[src/rtl/vlrs_pkg.sv]
package vlrs_pkg;

    localparam int STACK_BYTES_DEF = 1024;
    localparam int LEN_BYTES_DEF   = 4;
    localparam int MAX_RECORD_DEF  = 64;

    localparam int ACT_W     = 2;
    localparam int BYTE_W    = 8;
    localparam int LEN_W     = 7;
    localparam int FREE_W    = 11;
    localparam int S_TDATA_W = 24;
    localparam int M_TDATA_W = 24;

    typedef enum logic [ACT_W-1:0] {
        ACT_PUSH  = 2'd0,
        ACT_POP   = 2'd1,
        ACT_PEEK  = 2'd2,
        ACT_CLEAR = 2'd3
    } action_t;

    // Controller to datapath
    typedef struct packed {
        logic take;      // latch the input item
        logic exec;      // perform the latched action
        logic trail;     // write one length trailer byte
        logic len_eval;  // evaluate the trailer just read
        logic stream;    // emit one record byte
    } cmd_t;

    // Datapath to controller
    typedef struct packed {
        logic is_push;
        logic is_read;
        logic out_free;
        logic commit;
        logic empty;
        logic trail_last;
        logic n_zero;
        logic last_byte;
    } sts_t;

endpackage

[src/rtl/vlrs_ctrl.sv]
module vlrs_ctrl (
    input  logic          aclk,
    input  logic          aresetn,
    input  logic          s_tvalid,
    output logic          s_tready,
    input  vlrs_pkg::sts_t sts,
    output vlrs_pkg::cmd_t cmd
);

    typedef enum logic [4:0] {
        ST_IDLE   = 5'b00001,
        ST_EXEC   = 5'b00010,
        ST_TRAIL  = 5'b00100,
        ST_LEN    = 5'b01000,
        ST_STREAM = 5'b10000
    } state_t;

    state_t state_reg;
    state_t state_next;

    always_ff @(posedge aclk) begin
        if (!aresetn) begin
            state_reg <= ST_IDLE;
        end else begin
            state_reg <= state_next;
        end
    end

    always_comb begin
        state_next = state_reg;
        cmd        = '0;
        s_tready   = 1'b0;
        case (state_reg)
            ST_IDLE: begin
                s_tready = 1'b1;
                if (s_tvalid) begin
                    cmd.take   = 1'b1;
                    state_next = ST_EXEC;
                end
            end
            ST_EXEC: begin
                // wait for a free output slot, every action may emit here
                if (sts.out_free) begin
                    cmd.exec = 1'b1;
                    if (sts.is_push) begin
                        state_next = sts.commit ? ST_TRAIL : ST_IDLE;
                    end else if (sts.is_read && !sts.empty) begin
                        state_next = ST_LEN;
                    end else begin
                        state_next = ST_IDLE;
                    end
                end
            end
            ST_TRAIL: begin
                cmd.trail = 1'b1;
                if (sts.trail_last) begin
                    state_next = ST_IDLE;
                end
            end
            ST_LEN: begin
                // output slot is still free: the read step emitted nothing
                cmd.len_eval = 1'b1;
                state_next   = sts.n_zero ? ST_IDLE : ST_STREAM;
            end
            ST_STREAM: begin
                if (sts.out_free) begin
                    cmd.stream = 1'b1;
                    if (sts.last_byte) begin
                        state_next = ST_IDLE;
                    end
                end
            end
            default: begin
                state_next = ST_IDLE;
            end
        endcase
    end

endmodule

[config.mk]
export PLATFORM = sky130hd
export DESIGN_NAME = vlrs_ctrl
export DESIGN_NICKNAME = d
export VERILOG_FILES = /design/src/rtl/vlrs_pkg.sv /design/src/rtl/vlrs_ctrl.sv
export SDC_FILE = /design/constraint.sdc
export NUM_CORES = 1
export LEC_CHECK = 0
export BUFFER_PORTS_ARGS = -buffer_cell sky130_fd_sc_hd__buf_2
export CAP_MARGIN = 40
export CELL_PAD_IN_SITES_DETAIL_PLACEMENT = 2
export CELL_PAD_IN_SITES_GLOBAL_PLACEMENT = 2
export CORE_MARGIN = 2
export CORE_UTILIZATION = 20
export CTS_CLUSTER_DIAMETER = 150
export DETAILED_ROUTE_END_ITERATION = 6
export PLACE_DENSITY = 0.65
export SLEW_MARGIN = 15
export SYNTH_ARGS = -nofsm -noshare
export SYNTH_HDL_FRONTEND = slang
export SYNTH_SLANG_ARGS = --single-unit
[constraint.sdc]
create_clock -name aclk -period 1.5 [get_ports aclk]
set_input_delay 0.3 -clock aclk [delete_from_list [all_inputs] [get_ports aclk]]
set_output_delay 0.3 -clock aclk [all_outputs]
set_load 0.01 [all_outputs]
==> results of run 1 <==
-- cells in the final DEF (no fill, tap or decap), types with 2 or more instances in the layout --
cell type and instances:
o2bb2ai_2 2, nor3b_1 2, buf_2 16, clkbuf_4 3, dfxtp_1 2, nand2_1 2
nor2_1 4, dfxtp_2 2, or3_4 2, buf_4 12, nor2b_1 2, a21oi_1 3
-- area by class of cell --
class                      count  area (um^2)  area share
clock buffer                   4         26.3      0.0409
inverter                       1         3.75     0.00585
multi-input combinational     37          304       0.474
sequential                     5          106       0.166
tap                           25         31.3      0.0487
timing repair buffer          28          170       0.265
-- kinds of logic after synthesis --
kind of cell           share of synthesized area
DFF                                        0.279
buffers and inverters                     0.0104
and+or+nand+nor                            0.509
AOI/OAI and AO/OA                          0.202
-- worst max-delay path by stage --
| stage | from | end | slack [ps] | cells past startpoint |
|---|---|---|---|---|
| floorplan | state_reg[4] | state_reg[3] | -20 | 4 |
| global placement | sts[0] | state_reg[3] | -90 | 5 |
| detailed placement | sts[0] | state_reg[3] | -110 | 5 |
| CTS | state_reg[1] | cmd[4] | -210 | 4 |
| global route | state_reg[1] | cmd[4] | -230 | 4 |
| finish | state_reg[1] | cmd[4] | -180 | 4 |
-- timing repair --
| item | in CTS | in global routing |
|---|---|---|
| gates cloned | 0 | 0 |
| buffers inserted | 2 | 1 |
| hold endpoints to repair | 0 | 0 |
| setup endpoints to repair | 8 | 10 |
| pin swaps | 2 | 1 |
| resized for setup | 6 | 7 |
-- stage by stage --
| step | utilization | area [um^2] | TNS (ps) |
|---|---|---|---|
| after detailed placement | 0.316 | 541 | -242 |
| after global routing | 0.376 | 642 | -1240 |
| after floorplan | - | 362 | -16.3 |
| final | 0.376 | 642 | -864 |
| after global placement | 0.316 | 541 | -190 |
| after CTS | 0.355 | 607 | -996 |
-- worst max-delay path: stages (launching register included) --
cell,delay [ps]
dfxtp_2,340
or3_4,410
nor2b_4,130
and2_4,140
buf_2,120
-- power groups by stage --
stage	logic (mW)	registers (mW)	clock network (mW)
4_1_cts	0.170	0.148	0.161
6_report	0.188	0.149	0.155
3_3_place_gp	0.144	0.152	0
5_1_grt	0.207	0.149	0.169
2_1_floorplan	0.0768	0.152	0
3_5_place_dp	0.146	0.152	0
-- routing by layer --
layer,track usage,vias to the layer above,routed length [um]
li1,-,230,-
met1,0.169,234,594
met2,0.233,11,660
met3,0.0118,0,38
met4,0.0514,0,0
met5,0,-,0
==> out/qor.txt, run 1 <==
Top_reg_cell synth: dfxtp_1
Initial core utilization: 0.210
Final setup vio count: 8
Clock transition at path regs: 40 ps
Placed cell count: 93
Die Width: 46.4 um
Period utilisation layout: 1.12
CP Launch Type: flip-flop
Internal power component: 0.342 mW
Maximum VDD drop: 207 uV
GRT overflow: 0
Die Y: 46.4 um
Via density: 4.75
Clock Root Buffer: clkbuf_4
Buffers on Ports: 16
Least-Margin Pin Slew: 453 ps
Gr usage total: 0.134
Num rows: 15
Syn Area/Cell: 8.35 um^2
Vias in the first global route: 484
Critical Path AT: 1380 ps
Top cell type's share of synthesized area: 0.279
Critical Path Sink Type: primary output
Pwr Density: 765 nW/um^2
Filler instances: 207
Clock Latency Late Sink: 240 ps
Clock Power Share: 0.315
Layout Nets: 87
WL final: 1290 um
Crit path kind: reg2out
H-tree Lvls: 1
Reg-to-reg endpoint: state_reg[3]
FF-to-FF path depth: 4
I/O pins: 17
Core area: 1710 um^2
Failing checks: setup timing
Logic pwr share: 0.383
Antenna viol nets, final: 0
Net Switching: 0.149 mW
Seq/Total Area, Yosys: 0.279
Max Fanout on Critical Path: 6
MaxCap Viol Count: 0
Switching Share: 0.304
Pin count of the biggest net entering global routing: 8
Internal reg-to-reg setup slack: -120 ps
Final worst slack: -180 ps
Ant. Diodes: 0
Largest cells by area after synthesis: dfxtp_1, nor3b_1, nor2b_1, o2bb2ai_1, o311ai_0
Outcome: finished, violations left
First DRT Iteration DRCs: 2
Static leakage: 0.287 nW
Synthesis Warnings: 0
Gpl congestion: 0.642
Synthesis-to-layout area growth: 78.7%
Max frequency: 595 MHz
WHS: 343 ps
First-pass GRT wire length: 2070 um
Initial antenna violation count: 0
Number of flip-flops under the largest register name: 5
Mapped cell area: 359 um^2
DRC viols: 0
Routed via count: 475
Hold Crit Class: in2reg
Dpl ws: -114 ps
Total chip power: 0.491 mW
Clock Tree Buf Depth: 2
Yosys reg bits: 5
CP required: 1200 ps
Yosys cell types: 26
Most numerous cell in the Yosys netlist: dfxtp_1
Hold Crit Start: aresetn
Tmin final: 1680 ps
Clock Skew: 2.29 ps
Finished Layout Cells: 100
EDFF count, synth: 0
Ys async rst share: 0
Yosys top cell by area: dfxtp_1
Die area: 2150 um^2
CTS sink count: 5
Final Hold Violating Endpoints: 0
Mean routed wirelength per cell: 12.9 um
Total CTS buffers: 3
Synth Instances: 43
HPWL after DPL: 985 um
Worst hold stages: 2
Synth cell count leaders: dfxtp_1, nor2_1, a21oi_1, nor2b_1, nor3b_1
CTS Hold Bufs: 0
Slew HR: 0.694
DR pass1 iterations: 2
CTS tree: built
Sequential share of power: 0.303
Max Transition Viols Final: 0
RSZ-0062 raised after global routing: yes
Synthesized net count: 54
R2r startpoint: state_reg[4]
Layout cells sized above 1: 0.640
Worst Hold End: state_reg[0]
Note: power is estimated with default switching activity, not from simulation.
==> inputs of run 2 (changes only) <==
CORE_UTILIZATION = 24   (was 20)
PLACE_DENSITY = 0.73   (was 0.65)
clock period = 2.1 ns   (was 1.5 ns; I/O delays follow)
==> run 2 against run 1 <==
The flow now finishes without violations. Clock power is 27% lower. Worst setup slack improved by 370 ps. Total power shrank 37%. Register-to-register slack improved by 530 ps. Sequential power is 26% lower. Global-route usage down 0.23 points. Utilization fell by 1.7 points. Clock-buffer cell count is the same. Sequential share of layout area increased by 4.1 points. Combinational power decreased by 54%. Critical path type unchanged. Largest power group is now the clock network.
==> out/qor.txt, run 2 (same netlist as run 1, synthesis figures left out) <==
Via density: 5.37
Core area: 1350 um^2
Clock transition at path regs: 40 ps
Vias in the first global route: 415
Mean routed wirelength per cell: 14.1 um
Clock Tree Buf Depth: 2
DRC viols: 0
DR pass1 iterations: 4
GRT overflow: 0
Crit-path cells: or3_4 > nor3b_1 > buf_2
Clock Latency Late Sink: 250 ps
Max frequency: 523 MHz
Least-Margin Pin Slew: 465 ps
Delay-heaviest family, CP: simple AND/OR/NAND/NOR gates
CP Launch Type: flip-flop
Slowest cell on crit path: or3_4
WP buf/inv: 1
Layout cells sized above 1: 0.397
Die area: 1820 um^2
Final Hold Violating Endpoints: 0
Initial core utilization: 0.266
Gpl congestion: 0.704
CTS tree: built
Pwr Density: 639 nW/um^2
Filler instances: 172
First-pass GRT wire length: 1770 um
Final worst slack: 188 ps
CTS resizes: 0
Dpl ws: 382 ps
Outcome: completed
Critical Path AT: 1490 ps
Worst stage delay on the critical path: 430 ps
Period utilisation layout: 0.910
Clock Root Buffer: clkbuf_4
Number of flip-flops under the largest register name: 5
Antenna viol nets, final: 0
Pin count of the biggest net entering global routing: 9
Initial antenna violation count: 0
Buffers on Ports: 16
Max Fanout on Critical Path: 8
Total CTS buffers: 3
Critical Path Sink Type: primary output
Slew HR: 0.686
Die Y: 42.7 um
Hold Crit Class: in2reg
Synthesis-to-layout area growth: 34.8%
Num rows: 13
WL final: 1100 um
Most frequent cells in the layout: buf_2, dfxtp_1, nor2_1
Final setup vio count: 0
Register area: 100 um^2
Clock Skew: 3.93 ps
Static leakage: 0.200 nW
Layout Nets: 75
Ant. Diodes: 0
Maximum VDD drop: 179 uV
MaxCap Viol Count: 0
Area of the multi-input gates: 255 um^2
Die Width: 42.7 um
Sum Neg Setup Slack: 0 ps
Crit path kind: reg2out
RSZ-0062 raised after global routing: no
Post-CTS setup buffers: 0
HPWL after DPL: 875 um
I/O pins: 17
Tmin final: 1910 ps
Max Transition Viols Final: 0
Gr usage total: 0.132
CTS sink count: 5
Commonest non-fill, non-tap cell in the layout: buf_2
First DRT Iteration DRCs: 4
CTS Hold Bufs: 0
CP required: 1680 ps
H-tree Lvls: 1
Routed via count: 419
-- run 2: stage by stage --
step	instance area, um^2	util	power, mW	instances	hold WS [ps]
final	484	0.359	0.309	78	452
after global routing	484	0.359	0.333	78	457
after CTS	484	0.359	0.316	78	440
after detailed placement	458	0.339	0.198	74	564
after global placement	458	0.339	0.196	74	549
after floorplan	359	-	0.163	43	486
-- run 2: area by class of cell --
cell class	instances	share of cell area
Inverter	1	0.00775
Clock buffer	4	0.0543
Timing Repair Buffer	16	0.165
Tap cell	15	0.0388
Multi-Input combinational cell	37	0.527
Sequential cell	5	0.207
-- run 2: metal layers --
metal  share of wire  GRT usage  vias up  wire (um)
li1                -          -      206          -
met1            0.47      0.146      197        522
met2            0.46      0.221       13        508
met3           0.041     0.0255        3         45
met4           0.023     0.0938        0         25
met5               0          0        -          0
-- run 2: path summary, 6_finish.rpt --
path | slack [ps] | end | startpoint | cells after the start
min | 450 | state_reg[0] | aresetn | 2
max reg2reg | 410 | state_reg[3] | state_reg[1] | 4
max | 190 | cmd[1] | state_reg[1] | 3
min reg2reg | 570 | state_reg[1] | state_reg[1] | 2
-- run 2: power by group --
group | internal (mW) | switching, mW
clock network | 0.0719 | 0.0414
registers | 0.101 | 0.00917
logic | 0.0419 | 0.0440
==> inputs of run 3 (changes only) <==
PLACE_DENSITY = 0.83   (was 0.73)
clock period = 2.5 ns   (was 2.1 ns; I/O delays follow)
==> run 3 against run 2 <==
Sequential power fell by 16%. First-iteration DRC count increased to 2.8 times the previous value. Largest cell class unchanged. Die area stayed put. Critical path depth unchanged. Sequential cell count did not move. Utilization is the same. Total power down 16%. Global-route usage increased by 0.90 points.
==> out/qor.txt, run 3 (same netlist as run 1, synthesis figures left out) <==
Outcome: completed
Clock transition at path regs: 40 ps
CTS Hold Bufs: 0
DRC viols: 0
Number of flip-flops under the largest register name: 5
Ant. Diodes: 0
Gpl congestion: 0.754
Area of the multi-input gates: 255 um^2
Switching Share: 0.305
CTS sink count: 5
Filler instances: 167
Dpl ws: 696 ps
Sequential share of power: 0.356
Crit-path cells: or3_4 > nor3b_1 > buf_2
Delay-heaviest family, CP: simple AND/OR/NAND/NOR gates
Mean routed wirelength per cell: 14.2 um
MaxCap Viol Count: 0
Period utilisation layout: 0.797
Total CTS buffers: 3
Max Fanout on Critical Path: 8
Hold Crit Class: in2reg
Tmin final: 1990 ps
Met1 capacity usage during global routing: 0.183
Commonest non-fill, non-tap cell in the layout: buf_2
Die Y: 42.7 um
Critical Path Sink Type: primary output
Final Hold Violating Endpoints: 0
Finished Cell Area: 484 um^2
DR pass1 iterations: 4
First-pass GRT wire length: 1880 um
Area of placed instances: 458 um^2
Die Width: 42.7 um
GRT busiest layer: met2
I/O pins: 17
Routed via count: 408
Met3 usage: 0.0298
CP required: 2000 ps
Die area: 1820 um^2
WP buf/inv: 1
Final setup vio count: 0
Met2 GRT Util: 0.206
Crit path kind: reg2out
CP Launch Type: flip-flop
Clock Skew: 7.12 ps
Clock Root Buffer: clkbuf_4
Layout Nets: 75
Slowest cell on crit path: or3_4
H-tree Lvls: 1
Clock Power Share: 0.370
Pin count of the biggest net entering global routing: 9
Maximum VDD drop: 167 uV
Core area: 1350 um^2
Critical Path AT: 1490 ps
Logic pwr share: 0.274
Most frequent cells in the layout: buf_2, dfxtp_1, nor2_1
Slew HR: 0.700
RSZ-0062 raised after global routing: no
Pwr Density: 536 nW/um^2
Static leakage: 0.200 nW
Net Switching: 0.0792 mW
Initial core utilization: 0.266
Buffers on Ports: 16
Register area: 100 um^2
Least-Margin Pin Slew: 444 ps
Antenna viol nets, final: 0
Clock Latency Late Sink: 250 ps
Gr usage total: 0.141
WL final: 1110 um
Layout cells sized above 1: 0.397
CTS resizes: 0
Sum Neg Setup Slack: 0 ps
First DRT Iteration DRCs: 11
Num rows: 13
Vias in the first global route: 400
Clock Tree Buf Depth: 2
Post-CTS setup buffers: 0
HPWL after DPL: 874 um
GRT overflow: 0
Initial antenna violation count: 0
Via density: 5.23
Max Transition Viols Final: 0
Worst stage delay on the critical path: 420 ps
Final worst slack: 507 ps
Max frequency: 502 MHz
Synthesis-to-layout area growth: 34.8%
Internal power component: 0.180 mW
WHS: 545 ps
CTS tree: built
==> run 3: cell counts in the layout (fill, tap and decap cells not counted) <==
Identical to the previous run, type by type.
==> run 3: routing by layer <==
| metal | part of all wire | vias to the layer above | routed length [um] |
|---|---|---|---|
| met3 | 0.059 | 2 | 65 |
| li1 | - | 206 | - |
| met5 | 0 | - | 0 |
| met1 | 0.48 | 185 | 533 |
| met4 | 0.014 | 0 | 15 |
| met2 | 0.44 | 15 | 490 |
==> run 3: per-stage QoR <==
stage                     cells   util  power (mW)
after floorplan              43      -       0.137
after global placement       74  0.339       0.164
after detailed placement     74  0.339       0.165
after CTS                    78  0.359       0.265
after global routing         78  0.359       0.281
final                        78  0.359       0.260
==> run 3: power by group through the flow <==
stage          clock network (mW)  registers [mW]  logic [mW]
3_5_place_dp                    0          0.0939      0.0709
3_3_place_gp                    0          0.0935      0.0703
6_report                   0.0961          0.0924      0.0711
5_1_grt                     0.107          0.0931      0.0804
4_1_cts                     0.100          0.0925      0.0719
2_1_floorplan                   0          0.0909      0.0463
==> run 3: area by class of cell <==
type                       instances  share of cell area
inverter                           1             0.00775
timing repair buffer              16               0.165
clock buffer                       4              0.0543
multi-input combinational         37               0.527
sequential                         5               0.207
tap                               15              0.0388
==> run 3: final timing paths <==
check	startpoint	slack [ps]	cells after the start	to
hold / removal	aresetn	550	2	state_reg[0]
setup reg to reg	state_reg[1]	830	4	state_reg[3]
hold reg to reg	state_reg[4]	560	2	state_reg[4]
setup / recovery	state_reg[1]	510	3	cmd[1]
